<file path="src/rtl/lfu_pkg.sv">
`timescale 1ns / 1ps
// ----------------------------------------------------------------------------
// LFU cache package
// Sizes, shared types and a saturating-increment helper for the LFU replacement cache and its cells.
// ----------------------------------------------------------------------------
package lfu_pkg;

  localparam int WAYS       = 8;
  localparam int KEY_BITS   = 16;
  localparam int COUNT_BITS = 16;
  localparam int CAP_BITS   = 4;

  localparam int IDX_W = $clog2(WAYS);
  localparam int REC_W = $clog2(WAYS);
  localparam int NV_W  = $clog2(WAYS + 1);
  localparam int CMP_W = (NV_W > CAP_BITS) ? NV_W : CAP_BITS;

  typedef logic [KEY_BITS-1:0]   key_t;
  typedef logic [COUNT_BITS-1:0] count_t;
  typedef logic [IDX_W-1:0]      idx_t;
  typedef logic [REC_W-1:0]      rec_t;
  typedef logic [NV_W-1:0]       nv_t;
  typedef logic [CAP_BITS-1:0]   cap_t;

  localparam logic CMD_ACCESS = 1'b0;
  localparam logic CMD_PROBE  = 1'b1;

  localparam cap_t CAP_RESET = cap_t'(8);

  // Token that walks the cell chain and gathers the lookup result.
  typedef struct packed {
    logic   live;
    nv_t    nvalid;
    logic   found;
    idx_t   found_idx;
    count_t found_count;
    rec_t   found_rec;
    logic   free_found;
    idx_t   free_idx;
    logic   vic_found;
    idx_t   vic_idx;
    count_t vic_count;
    rec_t   vic_rec;
    key_t   vic_key;
  } scan_t;

  // Broadcast write to the cells.
  typedef struct packed {
    logic en;
    idx_t way;
    logic fill;
    key_t key;
    rec_t rec_new;
    logic close_en;
    rec_t close_rank;
  } upd_t;

  function automatic count_t sat_inc(input count_t c);
    sat_inc = (c == '1) ? c : c + count_t'(1);
  endfunction

endpackage

</file>
<file path="src/rtl/lfu_if.sv">
`timescale 1ns / 1ps
// ----------------------------------------------------------------------------
// LFU cache channels
// Valid/ready channels for request items and result items.
// ----------------------------------------------------------------------------
interface lfu_in_if import lfu_pkg::*; ();
  logic valid;
  logic ready;
  logic command;
  key_t key_in;

  modport source (output valid, command, key_in, input ready);
  modport sink   (input valid, command, key_in, output ready);
endinterface

interface lfu_out_if import lfu_pkg::*; ();
  logic   valid;
  logic   ready;
  logic   hit;
  logic   evicted;
  key_t   evicted_key;
  count_t use_count;

  modport source (output valid, hit, evicted, evicted_key, use_count, input ready);
  modport sink   (input valid, hit, evicted, evicted_key, use_count, output ready);
endinterface

</file>
<file path="src/rtl/lfu_cell.sv">
`timescale 1ns / 1ps
// ----------------------------------------------------------------------------
// LFU cache cell
// Holds one way (key, count, recency) and folds it into the passing token.
// ----------------------------------------------------------------------------
module lfu_cell import lfu_pkg::*; (
  input  logic  clk_i,
  input  logic  rst_ni,
  input  idx_t  idx_i,
  input  key_t  req_key_i,
  input  scan_t scan_i,
  output scan_t scan_o,
  input  upd_t  upd_i
);

  logic   valid_q;
  key_t   key_q;
  count_t count_q;
  rec_t   rec_q;

  scan_t  scan_d;
  scan_t  scan_q;
  logic   match;
  logic   better;

  assign match  = valid_q && (key_q == req_key_i);
  assign better = valid_q && (!scan_i.vic_found || (count_q < scan_i.vic_count) ||
                  ((count_q == scan_i.vic_count) && (rec_q < scan_i.vic_rec)));

  always_comb begin
    scan_d = scan_i;
    if (valid_q) begin
      scan_d.nvalid = scan_i.nvalid + nv_t'(1);
    end
    // first matching way wins
    if (match && !scan_i.found) begin
      scan_d.found       = 1'b1;
      scan_d.found_idx   = idx_i;
      scan_d.found_count = count_q;
      scan_d.found_rec   = rec_q;
    end
    if (!valid_q && !scan_i.free_found) begin
      scan_d.free_found = 1'b1;
      scan_d.free_idx   = idx_i;
    end
    if (better) begin
      scan_d.vic_found = 1'b1;
      scan_d.vic_idx   = idx_i;
      scan_d.vic_count = count_q;
      scan_d.vic_rec   = rec_q;
      scan_d.vic_key   = key_q;
    end
  end

  always_ff @(posedge clk_i or negedge rst_ni) begin
    if (!rst_ni) begin
      scan_q <= '0;
    end else begin
      scan_q <= scan_d;
    end
  end

  assign scan_o = scan_q;

  always_ff @(posedge clk_i or negedge rst_ni) begin
    if (!rst_ni) begin
      valid_q <= 1'b0;
    end else if (upd_i.en && (upd_i.way == idx_i)) begin
      valid_q <= 1'b1;
    end
  end

  always_ff @(posedge clk_i) begin
    if (upd_i.en) begin
      if (upd_i.way == idx_i) begin
        rec_q <= upd_i.rec_new;
        if (upd_i.fill) begin
          key_q   <= upd_i.key;
          count_q <= count_t'(1);
        end else begin
          count_q <= sat_inc(count_q);
        end
      end else if (upd_i.close_en && valid_q && (rec_q > upd_i.close_rank)) begin
        // close the gap left by the moved entry
        rec_q <= rec_q - rec_t'(1);
      end
    end
  end

endmodule

</file>
<file path="src/rtl/lfu_cache_replacement.sv">
`timescale 1ns / 1ps
// ----------------------------------------------------------------------------
// LFU cache replacement
// Fully associative key cache, least-frequently-used eviction, LRU tie break.
// ----------------------------------------------------------------------------
// One item is in flight at a time. An accepted item launches a token down a
// chain of WAYS cells, one cell per cycle, which gathers the hit, the first
// free way and the victim; the block then writes the cells and loads the
// result register. The next item is taken once the result register is
// loaded or free. Capacity is taken as 1 when written 0 and as WAYS when
// above it.
module lfu_cache_replacement import lfu_pkg::*; (
  input  logic         clk_i,
  input  logic         rst_ni,
  lfu_in_if.sink       req_i,
  lfu_out_if.source    rsp_o,
  input  logic         cfg_we_i,
  input  cap_t         cfg_wdata_i
);

  localparam logic [1:0] ST_IDLE = 2'd0;
  localparam logic [1:0] ST_SCAN = 2'd1;
  localparam logic [1:0] ST_DONE = 2'd2;

  logic [1:0] state_q, state_d;
  logic       start_q;
  cap_t       cap_q;
  logic       cmd_q;
  key_t       key_q;
  scan_t      res_q;

  logic       out_valid_q;
  logic       hit_q, evicted_q;
  key_t       evkey_q;
  count_t     count_q;

  logic       accept;
  logic       commit;
  scan_t      chain [WAYS+1];
  scan_t      head;
  upd_t       upd, upd_bus;
  logic       hit_d, evicted_d;
  key_t       evkey_d;
  count_t     count_d;
  logic [CMP_W-1:0] eff_cap;
  logic [CMP_W-1:0] nvalid_w;

  assign req_i.ready = (state_q == ST_IDLE);
  assign accept      = req_i.valid && req_i.ready;
  assign commit      = (state_q == ST_DONE) && (!out_valid_q || rsp_o.ready);

  always_comb begin
    head      = '0;
    head.live = start_q;
  end
  assign chain[0] = head;

  for (genvar g = 0; g < WAYS; g++) begin : g_cell
    lfu_cell u_cell (
      .clk_i     (clk_i),
      .rst_ni    (rst_ni),
      .idx_i     (idx_t'(g)),
      .req_key_i (key_q),
      .scan_i    (chain[g]),
      .scan_o    (chain[g+1]),
      .upd_i     (upd_bus)
    );
  end

  always_comb begin
    state_d = state_q;
    unique case (state_q)
      ST_IDLE: if (accept) state_d = ST_SCAN;
      ST_SCAN: if (chain[WAYS].live) state_d = ST_DONE;
      ST_DONE: if (commit) state_d = ST_IDLE;
      default: state_d = ST_IDLE;
    endcase
  end

  always_ff @(posedge clk_i or negedge rst_ni) begin
    if (!rst_ni) begin
      state_q <= ST_IDLE;
      start_q <= 1'b0;
      cap_q   <= CAP_RESET;
    end else begin
      state_q <= state_d;
      start_q <= accept;
      if (cfg_we_i) begin
        cap_q <= cfg_wdata_i;
      end
    end
  end

  always_ff @(posedge clk_i) begin
    if (accept) begin
      cmd_q <= req_i.command;
      key_q <= req_i.key_in;
    end
    // hold the gathered token while the result register is busy
    if (state_q == ST_SCAN && chain[WAYS].live) begin
      res_q <= chain[WAYS];
    end
  end

  always_comb begin
    if (cap_q == '0) begin
      eff_cap = CMP_W'(1);
    end else if (CMP_W'(cap_q) > CMP_W'(WAYS)) begin
      eff_cap = CMP_W'(WAYS);
    end else begin
      eff_cap = CMP_W'(cap_q);
    end
  end
  assign nvalid_w = CMP_W'(res_q.nvalid);

  always_comb begin
    upd       = '0;
    upd.key   = key_q;
    hit_d     = res_q.found;
    evicted_d = 1'b0;
    evkey_d   = '0;
    count_d   = '0;
    priority if (res_q.found) begin
      if (cmd_q == CMD_ACCESS) begin
        count_d        = sat_inc(res_q.found_count);
        upd.en         = 1'b1;
        upd.way        = res_q.found_idx;
        upd.rec_new    = rec_t'(res_q.nvalid - nv_t'(1));
        upd.close_en   = 1'b1;
        upd.close_rank = res_q.found_rec;
      end else begin
        count_d = res_q.found_count;
      end
    end else if (cmd_q == CMD_ACCESS) begin
      if ((nvalid_w < eff_cap) && res_q.free_found) begin
        count_d     = count_t'(1);
        upd.en      = 1'b1;
        upd.way     = res_q.free_idx;
        upd.fill    = 1'b1;
        upd.rec_new = rec_t'(res_q.nvalid);
      end else if (res_q.vic_found) begin
        count_d        = count_t'(1);
        evicted_d      = 1'b1;
        evkey_d        = res_q.vic_key;
        upd.en         = 1'b1;
        upd.way        = res_q.vic_idx;
        upd.fill       = 1'b1;
        upd.rec_new    = rec_t'(res_q.nvalid - nv_t'(1));
        upd.close_en   = 1'b1;
        upd.close_rank = res_q.vic_rec;
      end
    end else begin
      // probe miss: all zero
      count_d = '0;
    end
  end

  always_comb begin
    upd_bus    = upd;
    upd_bus.en = upd.en && commit;
  end

  always_ff @(posedge clk_i or negedge rst_ni) begin
    if (!rst_ni) begin
      out_valid_q <= 1'b0;
    end else if (commit) begin
      out_valid_q <= 1'b1;
    end else if (rsp_o.ready) begin
      out_valid_q <= 1'b0;
    end
  end

  always_ff @(posedge clk_i) begin
    if (commit) begin
      hit_q     <= hit_d;
      evicted_q <= evicted_d;
      evkey_q   <= evkey_d;
      count_q   <= count_d;
    end
  end

  assign rsp_o.valid       = out_valid_q;
  assign rsp_o.hit         = hit_q;
  assign rsp_o.evicted     = evicted_q;
  assign rsp_o.evicted_key = evkey_q;
  assign rsp_o.use_count   = count_q;

endmodule

</file>
<file path="src/flat_wrapper.sv">
// flat-port wrapper written by rule: the top's interface ports become plain ports
module lfu_cache_replacement_flat import lfu_pkg::*;
  (clk_i, rst_ni, cfg_we_i, cfg_wdata_i, req_i_valid, req_i_command, req_i_key_in, req_i_ready, rsp_o_valid, rsp_o_hit, rsp_o_evicted, rsp_o_evicted_key, rsp_o_use_count, rsp_o_ready);
  lfu_in_if req_i_i ();
  lfu_out_if rsp_o_i ();
  input  logic clk_i;
  input  logic rst_ni;
  input  logic cfg_we_i;
  input  cap_t cfg_wdata_i;
  input wire logic [$bits(req_i_i.valid)-1:0] req_i_valid;
  input wire logic [$bits(req_i_i.command)-1:0] req_i_command;
  input wire logic [$bits(req_i_i.key_in)-1:0] req_i_key_in;
  output wire logic [$bits(req_i_i.ready)-1:0] req_i_ready;
  output wire logic [$bits(rsp_o_i.valid)-1:0] rsp_o_valid;
  output wire logic [$bits(rsp_o_i.hit)-1:0] rsp_o_hit;
  output wire logic [$bits(rsp_o_i.evicted)-1:0] rsp_o_evicted;
  output wire logic [$bits(rsp_o_i.evicted_key)-1:0] rsp_o_evicted_key;
  output wire logic [$bits(rsp_o_i.use_count)-1:0] rsp_o_use_count;
  input wire logic [$bits(rsp_o_i.ready)-1:0] rsp_o_ready;
  assign req_i_i.valid = req_i_valid;
  assign req_i_i.command = req_i_command;
  assign req_i_i.key_in = req_i_key_in;
  assign req_i_ready = req_i_i.ready;
  assign rsp_o_valid = rsp_o_i.valid;
  assign rsp_o_hit = rsp_o_i.hit;
  assign rsp_o_evicted = rsp_o_i.evicted;
  assign rsp_o_evicted_key = rsp_o_i.evicted_key;
  assign rsp_o_use_count = rsp_o_i.use_count;
  assign rsp_o_i.ready = rsp_o_ready;
  lfu_cache_replacement u_core (.clk_i(clk_i), .rst_ni(rst_ni), .req_i(req_i_i), .rsp_o(rsp_o_i), .cfg_we_i(cfg_we_i), .cfg_wdata_i(cfg_wdata_i));
endmodule
</file>
<file path="config.mk">
export PLATFORM = sky130hd
export DESIGN_NAME = lfu_cache_replacement_flat
export DESIGN_NICKNAME = d
export VERILOG_FILES = /design/src/rtl/lfu_pkg.sv /design/src/rtl/lfu_if.sv /design/src/rtl/lfu_cell.sv /design/src/rtl/lfu_cache_replacement.sv /design/src/flat_wrapper.sv
export SDC_FILE = /design/constraint.sdc
export NUM_CORES = 1
export LEC_CHECK = 0
export BUFFER_PORTS_ARGS = -buffer_cell sky130_fd_sc_hd__buf_4
export CORE_UTILIZATION = 63
export CTS_CLUSTER_SIZE = 14
export DETAILED_ROUTE_END_ITERATION = 10
export PLACE_DENSITY = 0.91
export SKIP_CTS_REPAIR_TIMING = 1
export SLEW_MARGIN = 0
export SYNTH_ARGS = -nofsm -noshare
export SYNTH_HDL_FRONTEND = slang
export SYNTH_SLANG_ARGS = --single-unit
export TNS_END_PERCENT = 5
</file>
<file path="constraint.sdc">
create_clock -name clk_i -period 5.6 [get_ports clk_i]
set_input_delay 1.4 -clock clk_i [delete_from_list [all_inputs] [get_ports clk_i]]
set_output_delay 1.4 -clock clk_i [all_outputs]
set_load 0.005 [all_outputs]
</file>
# Yosys cells after proc, flatten, opt, wreduce, memory -nomap -nowiden
# Index checks and enable logic that the tools add are counted.
# classes
n_addsub	25
order_cmp	24
n_eq_ne	44
n_mux	83
bitwise_logic	1
n_reduce_logical	148
# op_table
op	n
39-bit 2-to-1 mux	8
16-bit == test	15
16-bit 2-to-1 mux	12
23-bit 2-to-1 mux	8
16-bit by 1-bit adder with 16-bit output, second input constant	9
16-bit == test, second input constant	9
16-bit less-than comparator	7
4-bit 2-to-1 mux	19
1-bit logical AND	65
3-bit 2-to-1 mux	17
3-bit AND reduction	17
1-bit logical NOT	29
7-bit 2-to-1 mux	4
3-bit by 1-bit subtractor with 3-bit output, second input constant	9
4-bit by 1-bit adder with 4-bit output, second input constant	6
3-bit greater-than comparator	8
3-bit less-than comparator	7
2-bit nonzero test	9
2-bit by 1-bit inequality test with 1-bit output, second input constant	8
2-bit AND reduction	8
1-bit logical OR	15
5-bit 2-to-1 mux	3
3-bit == test, second input constant	4
2-bit 2-to-1 mux	4
other kinds (16)	25
# totals
reg_bits	950
output_inout_bits	36
word_cells	481

# Longest topological paths before layout
# logic_depth
ltp_word	12
ltp_mapped	15
ltp_nobuf	15

# Cells and area by module
# Synthesis repeated with hierarchy kept, for this count alone.
# hier_totals
hier_cells	3176
hier_area_um2	43939.6
# by_module_without_submodules
module	n_inst	cells_each	area_each_um2
lfu_cell (u_core.g_cell[0].u_cell ...)	7	362	4936.0
lfu_cell (u_core.g_cell[7].u_cell)	1	359	4928.5
lfu_cache_replacement	1	283	4459.3

# Worst setup path before layout
# OpenSTA, ideal clock, no wires.
# synth_path
path_type	register -> register
start	register u_core.cap_q[3]
end	register u_core.g_cell[0].u_cell.count_q[0], enable pin
setup_ns	0.409
t_arrival_ns	3.541
required_time_ns	5.191
setup_slack_ns	1.650
path_stages_with_launch	12
path_buffers	2
period_less_slack_ns	3.950
path_cell_list	dfstp_2 inv_1 nand2_1 ha_1 o211ai_1 a21oi_2 o211a_1 buf_4 a222oi_1 buf_4 nand3_1 nor3_1
# synth_via
elab_chain_cells	10
elab_cells_between_ends	14
cone_classes	order compare (2); eq/ne (1); mux (6); reduce/logical (5)
# synth_lines
element	line_no	source
start: declaration	lfu_cache_replacement.sv:27	cap_t cap_q;
start signal: assignment	lfu_cache_replacement.sv:89	cap_q <= cfg_wdata_i;
4-bit greater-than comparator	lfu_cache_replacement.sv:108	end else if (CMP_W'(cap_q) > CMP_W'(WAYS)) begin
4-bit 2-to-1 mux	lfu_cache_replacement.sv:108	
4-bit 2-to-1 mux (*)	lfu_cache_replacement.sv:106	if (cap_q == '0) begin
4-bit less-than comparator (*)	lfu_cache_replacement.sv:135	if ((nvalid_w < eff_cap) && res_q.free_found) begin
1-bit logical AND (*)	lfu_cache_replacement.sv:135	
5-bit 2-to-1 mux (*)	lfu_cache_replacement.sv:135	
5-bit 2-to-1 mux (*)	lfu_cache_replacement.sv:134	end else if (cmd_q == CMD_ACCESS) begin
1-bit 2-to-1 mux or 4-bit 2-to-1 mux (tied branches)	lfu_cache_replacement.sv:123	priority if (res_q.found) begin
2-bit inequality test (no line), or another cell as far along	n/a	
3-bit AND reduction (no line) (*)	n/a	
end signal: assignment	lfu_cell.sv:79	count_q <= count_t'(1);
end signal: assignment	lfu_cell.sv:81	count_q <= sat_inc(count_q);
end: declaration	lfu_cell.sv:18	count_t count_q;
# Every way passes the cells marked *; elsewhere a longest branch is shown, timed or not.
# A chain may end at the register's enable or synchronous reset.

# Final worst setup path
# layout_path
start	register u_core.cap_q[3]
end	register u_core.g_cell[2].u_cell.key_q[5], enable pin
# layout_via
elab_chain_cells	10
elab_cells_between_ends	13
cone_classes	order compare (2); eq/ne (1); mux (6); reduce/logical (4)
# layout_lines
element	line_no	source
4-bit greater-than comparator	lfu_cache_replacement.sv:108	
4-bit 2-to-1 mux	lfu_cache_replacement.sv:108	
4-bit 2-to-1 mux (*)	lfu_cache_replacement.sv:106	
4-bit less-than comparator (*)	lfu_cache_replacement.sv:135	
1-bit logical AND (*)	lfu_cache_replacement.sv:135	
5-bit 2-to-1 mux (*)	lfu_cache_replacement.sv:135	
5-bit 2-to-1 mux (*)	lfu_cache_replacement.sv:134	
4-bit 2-to-1 mux	lfu_cache_replacement.sv:123	
3-bit by 2-bit == test with 1-bit output or 1-bit logical AND (tied branches)	lfu_cell.sv:75, lfu_cache_replacement.sv:160	
3-bit AND reduction (no line) (*)	n/a	
end signal: assignment	lfu_cell.sv:78	key_q <= upd_i.key;
end: declaration	lfu_cell.sv:17	key_t key_q;
# Marks and branches as above.

==> results.cfg <==
[timing]
rsz0062_at_grt = false
timing.hold.ws_ns = 0.347
worst_slew_pin_slew_ns = 1.61
finClkSkew_ns = 0.0265
post-route-min-period_ns = 4.95
slew_headroom_pct = -7.97
finalHoldViolCount = 0
finalSetupViolations = 0
fin_tns_setup_ns = 0
fmax_mhz = 202
min_period_over_period_pct = 88.5
slew_viol_final = 9

[clock_tree]
cts-htree-levels = 3
root_buffer = clkbuf_16
clkSinkCount = 925
cts_buffers = 88
clkLatencyLatePin_ns = 0.64
clk_pin_slew_ns = 0.07
clockBufferDepth = 3
cts_tree = yes

[routing]
totalWireLength_microns = 90200
post-route-drc-count = 0
ant_nets = 0
via_count = 24000
dr.first_iter.drc_count = 2550
via_per_inst = 6.01
dr.pass1.iters = 6
post_drt_wl_per_cell_microns = 22.6

[logic_synthesis]
synth_xor_area_share_pct = 6.11
synth_cells = 2957
synth-edff-count = 385
synthAdderAreaFrac_pct = 5.51
synthMuxAreaShare_pct = 10.9
synth_top_family_by_area = multiplexers
synth_nets = 3154
synth_compound_area_share_pct = 3.03
ys_seq_area_share_pct = 62.5
synthSimpleGateAreaFrac_pct = 9.28
ys_ff_latch = 925
synth_ff_type = dfrtp_1
yosys_warnings = 0
synthesis.area_sq_mm = 0.0401
yosysUniqueCellTypes = 73
synth.avg_cell_area_sq_um = 13.6
synthArstFlopShare_pct = 58.4

[global_route]
grt_pass1_vias = 25700
grt_max_degree = 122
grt_usage_pct = 28.6
antenna_found_initial = 2
grt_pass1_wl_microns = 143000
overflow = 0

[critical_path]
crit_family = compound AO/OA/AOI/OAI gates
rr_startpoint = u_core.cap_q[3]
slowest_stage = nor2_1
path_max_fanout = 21
cpPeakStageDelay_ns = 1.12
worstSetupStartpointType = flip-flop
path_cells = inv_1 > nand2_1 > ha_1 > o211ai_1 > a21oi_2 > o211a_1 > a222oi_1 > nand2_1 > nor2_1
critPathCaptureType = flip-flop
crit_start = u_core.cap_q[3]
cp_common_cell = nand2_1
worst-path-buf-inv = 1
worstPathArrival_ns = 5.19
worst-endpoint-required_ns = 5.84
path_class = reg2reg

[cells_and_area]
nets = 3262
fin_util_pct = 71.0
area_delta_synth_final_pct = 11.4
drive_gt1_share_pct = 20.7
final_area_sq_mm = 0.0447
mostFrequentLayoutCells = dfrtp_1, edfxtp_1, mux2_2, nor2_1, inv_1
final_common_cell = dfrtp_1
nFillCells = 3742

[flow_run]
cap_violations = 2

[power]
power.density_mw_per_mm2 = 318
p_total_mw = 14.2
vdd_drop_max_v = 0.000227
p_leak_nw = 18.9

[floorplanning]
pin_count = 62
core_area_sq_mm = 0.0630
start_util_pct = 63.7
die_x_microns = 254
die-area_sq_mm = 0.0647
rows = 92
die_y_microns = 254

[hold_path]
holdCritStartpoint = u_core.g_cell[1].u_cell.scan_o[70]
min_path_type = reg2reg

[run_status]
violations = max-capacitance violations, max-slew violations
outcome = finished, violations left

[placed_design]
dp_hpwl_microns = 57200
place_area_sq_mm = 0.0417
place.port_buffers = 61
place.gp.congestion = 0.929
worst paths after layout:
path,endpoint,slack [ns],depth (start not counted)
worst min register to register,u_core.g_cell[2].u_cell.scan_o[70],0.35,0
max in group asynchronous,u_core.g_cell[2].u_cell.scan_o[49],3.58,2
worst max register to register,u_core.g_cell[2].u_cell.key_q[5],0.65,9
worst min-delay path,u_core.g_cell[2].u_cell.scan_o[70],0.35,0
min in group asynchronous,u_core.g_cell[0].u_cell.scan_o[5],0.83,1
worst max-delay path,u_core.g_cell[2].u_cell.key_q[5],0.65,9
worst register-to-register path, delay by kind of cell, from the launching register on:
kind                     cells  cell delay (ns)
AO/OA/AOI/OAI                4             1.87
adder cells (fa/ha/maj)      1             0.22
buffers and inverters        1             0.09
flip-flops                   1             0.55
AND/OR/NAND/NOR              3             1.83
registers in the layout, indices dropped and copies added (netlist names):
name / flops
u_core.cap_q: 4
u_core.cmd_q: 1
u_core.g_cell.u_cell.count_q: 128
u_core.g_cell.u_cell.key_q: 128
u_core.g_cell.u_cell.rec_q: 24
u_core.g_cell.u_cell.scan_o: 524
u_core.g_cell.u_cell.valid_q: 8
u_core.hit_d: 1
u_core.key_q: 16
u_core.nvalid_w: 4
u_core.res_q: 49
u_core.rsp_o.evicted: 1
u_core.rsp_o.evicted_key: 16
u_core.rsp_o.hit: 1
u_core.rsp_o.use_count: 16
u_core.rsp_o.valid: 1
u_core.start_q: 1
u_core.state_q: 2
layer usage:
metal,track usage (%),wire length (microns)
met5,0,0
met3,5.52,5880
met2,49.0,45700
met4,11.9,3650
met1,35.8,35100
cell usage after synthesis (all sizes together), types with 18 or more instances:
library cell	n	area [sq um]
buf	43	228
xnor2	146	1280
nand2b	34	213
clkbuf	45	169
nand4	53	332
o21ai	49	245
ha	171	2140
mux2i	32	320
xor2	134	1170
nand3	80	400
and3	34	213
mux2	358	4030
inv	181	679
nand2	94	355
nor2b	22	138
nor3	29	155
nor2	215	815
nor4	18	113
dfrtp	539	13500
a21oi	53	269
and2	82	513
or2	24	150
edfxtp	385	11600
where the power goes:
group,switching (mW),internal (mW),total [mW]
combinational,0.532,0.306,0.839
sequential,0.117,7.25,7.36
clock,2.49,3.51,6.00
total,3.14,11.1,14.2
metrics by stage:
stage          std cells  worst slack, ns
2_1_floorplan       2957             1.65
3_3_place_gp        3821             1.26
3_5_place_dp        3821            0.917
4_1_cts             3985            0.781
5_1_grt             3986            0.483
6_report            3987            0.646
cells by family (layout without fill, tap and decap cells):
| family | Yosys count | after routing |
|---|---|---|
| buffers and inverters | 271 | 453 |
| multiplexers | 390 | 390 |
| AND/OR/NAND/NOR | 724 | 724 |
| adder cells (fa/ha/maj) | 178 | 178 |
| AO/OA/AOI/OAI | 189 | 189 |
| other | 0 | 2 |
| flip-flops | 925 | 925 |
| XOR/XNOR | 280 | 280 |
cell type report:
class	instances	area, sq um	share of cell area [%]
Multi-Input combinational cell	1761	14100	31.4
Sequential cell	925	25100	56.1
Tap cell	846	1060	2.37
Antenna cell	2	5.00	0.0112
Clock buffer	135	2660	5.94
Inverter	183	687	1.54
Clock inverter	29	298	0.666
Timing Repair Buffer	106	866	1.94
Power figures use the tool's default switching activity.
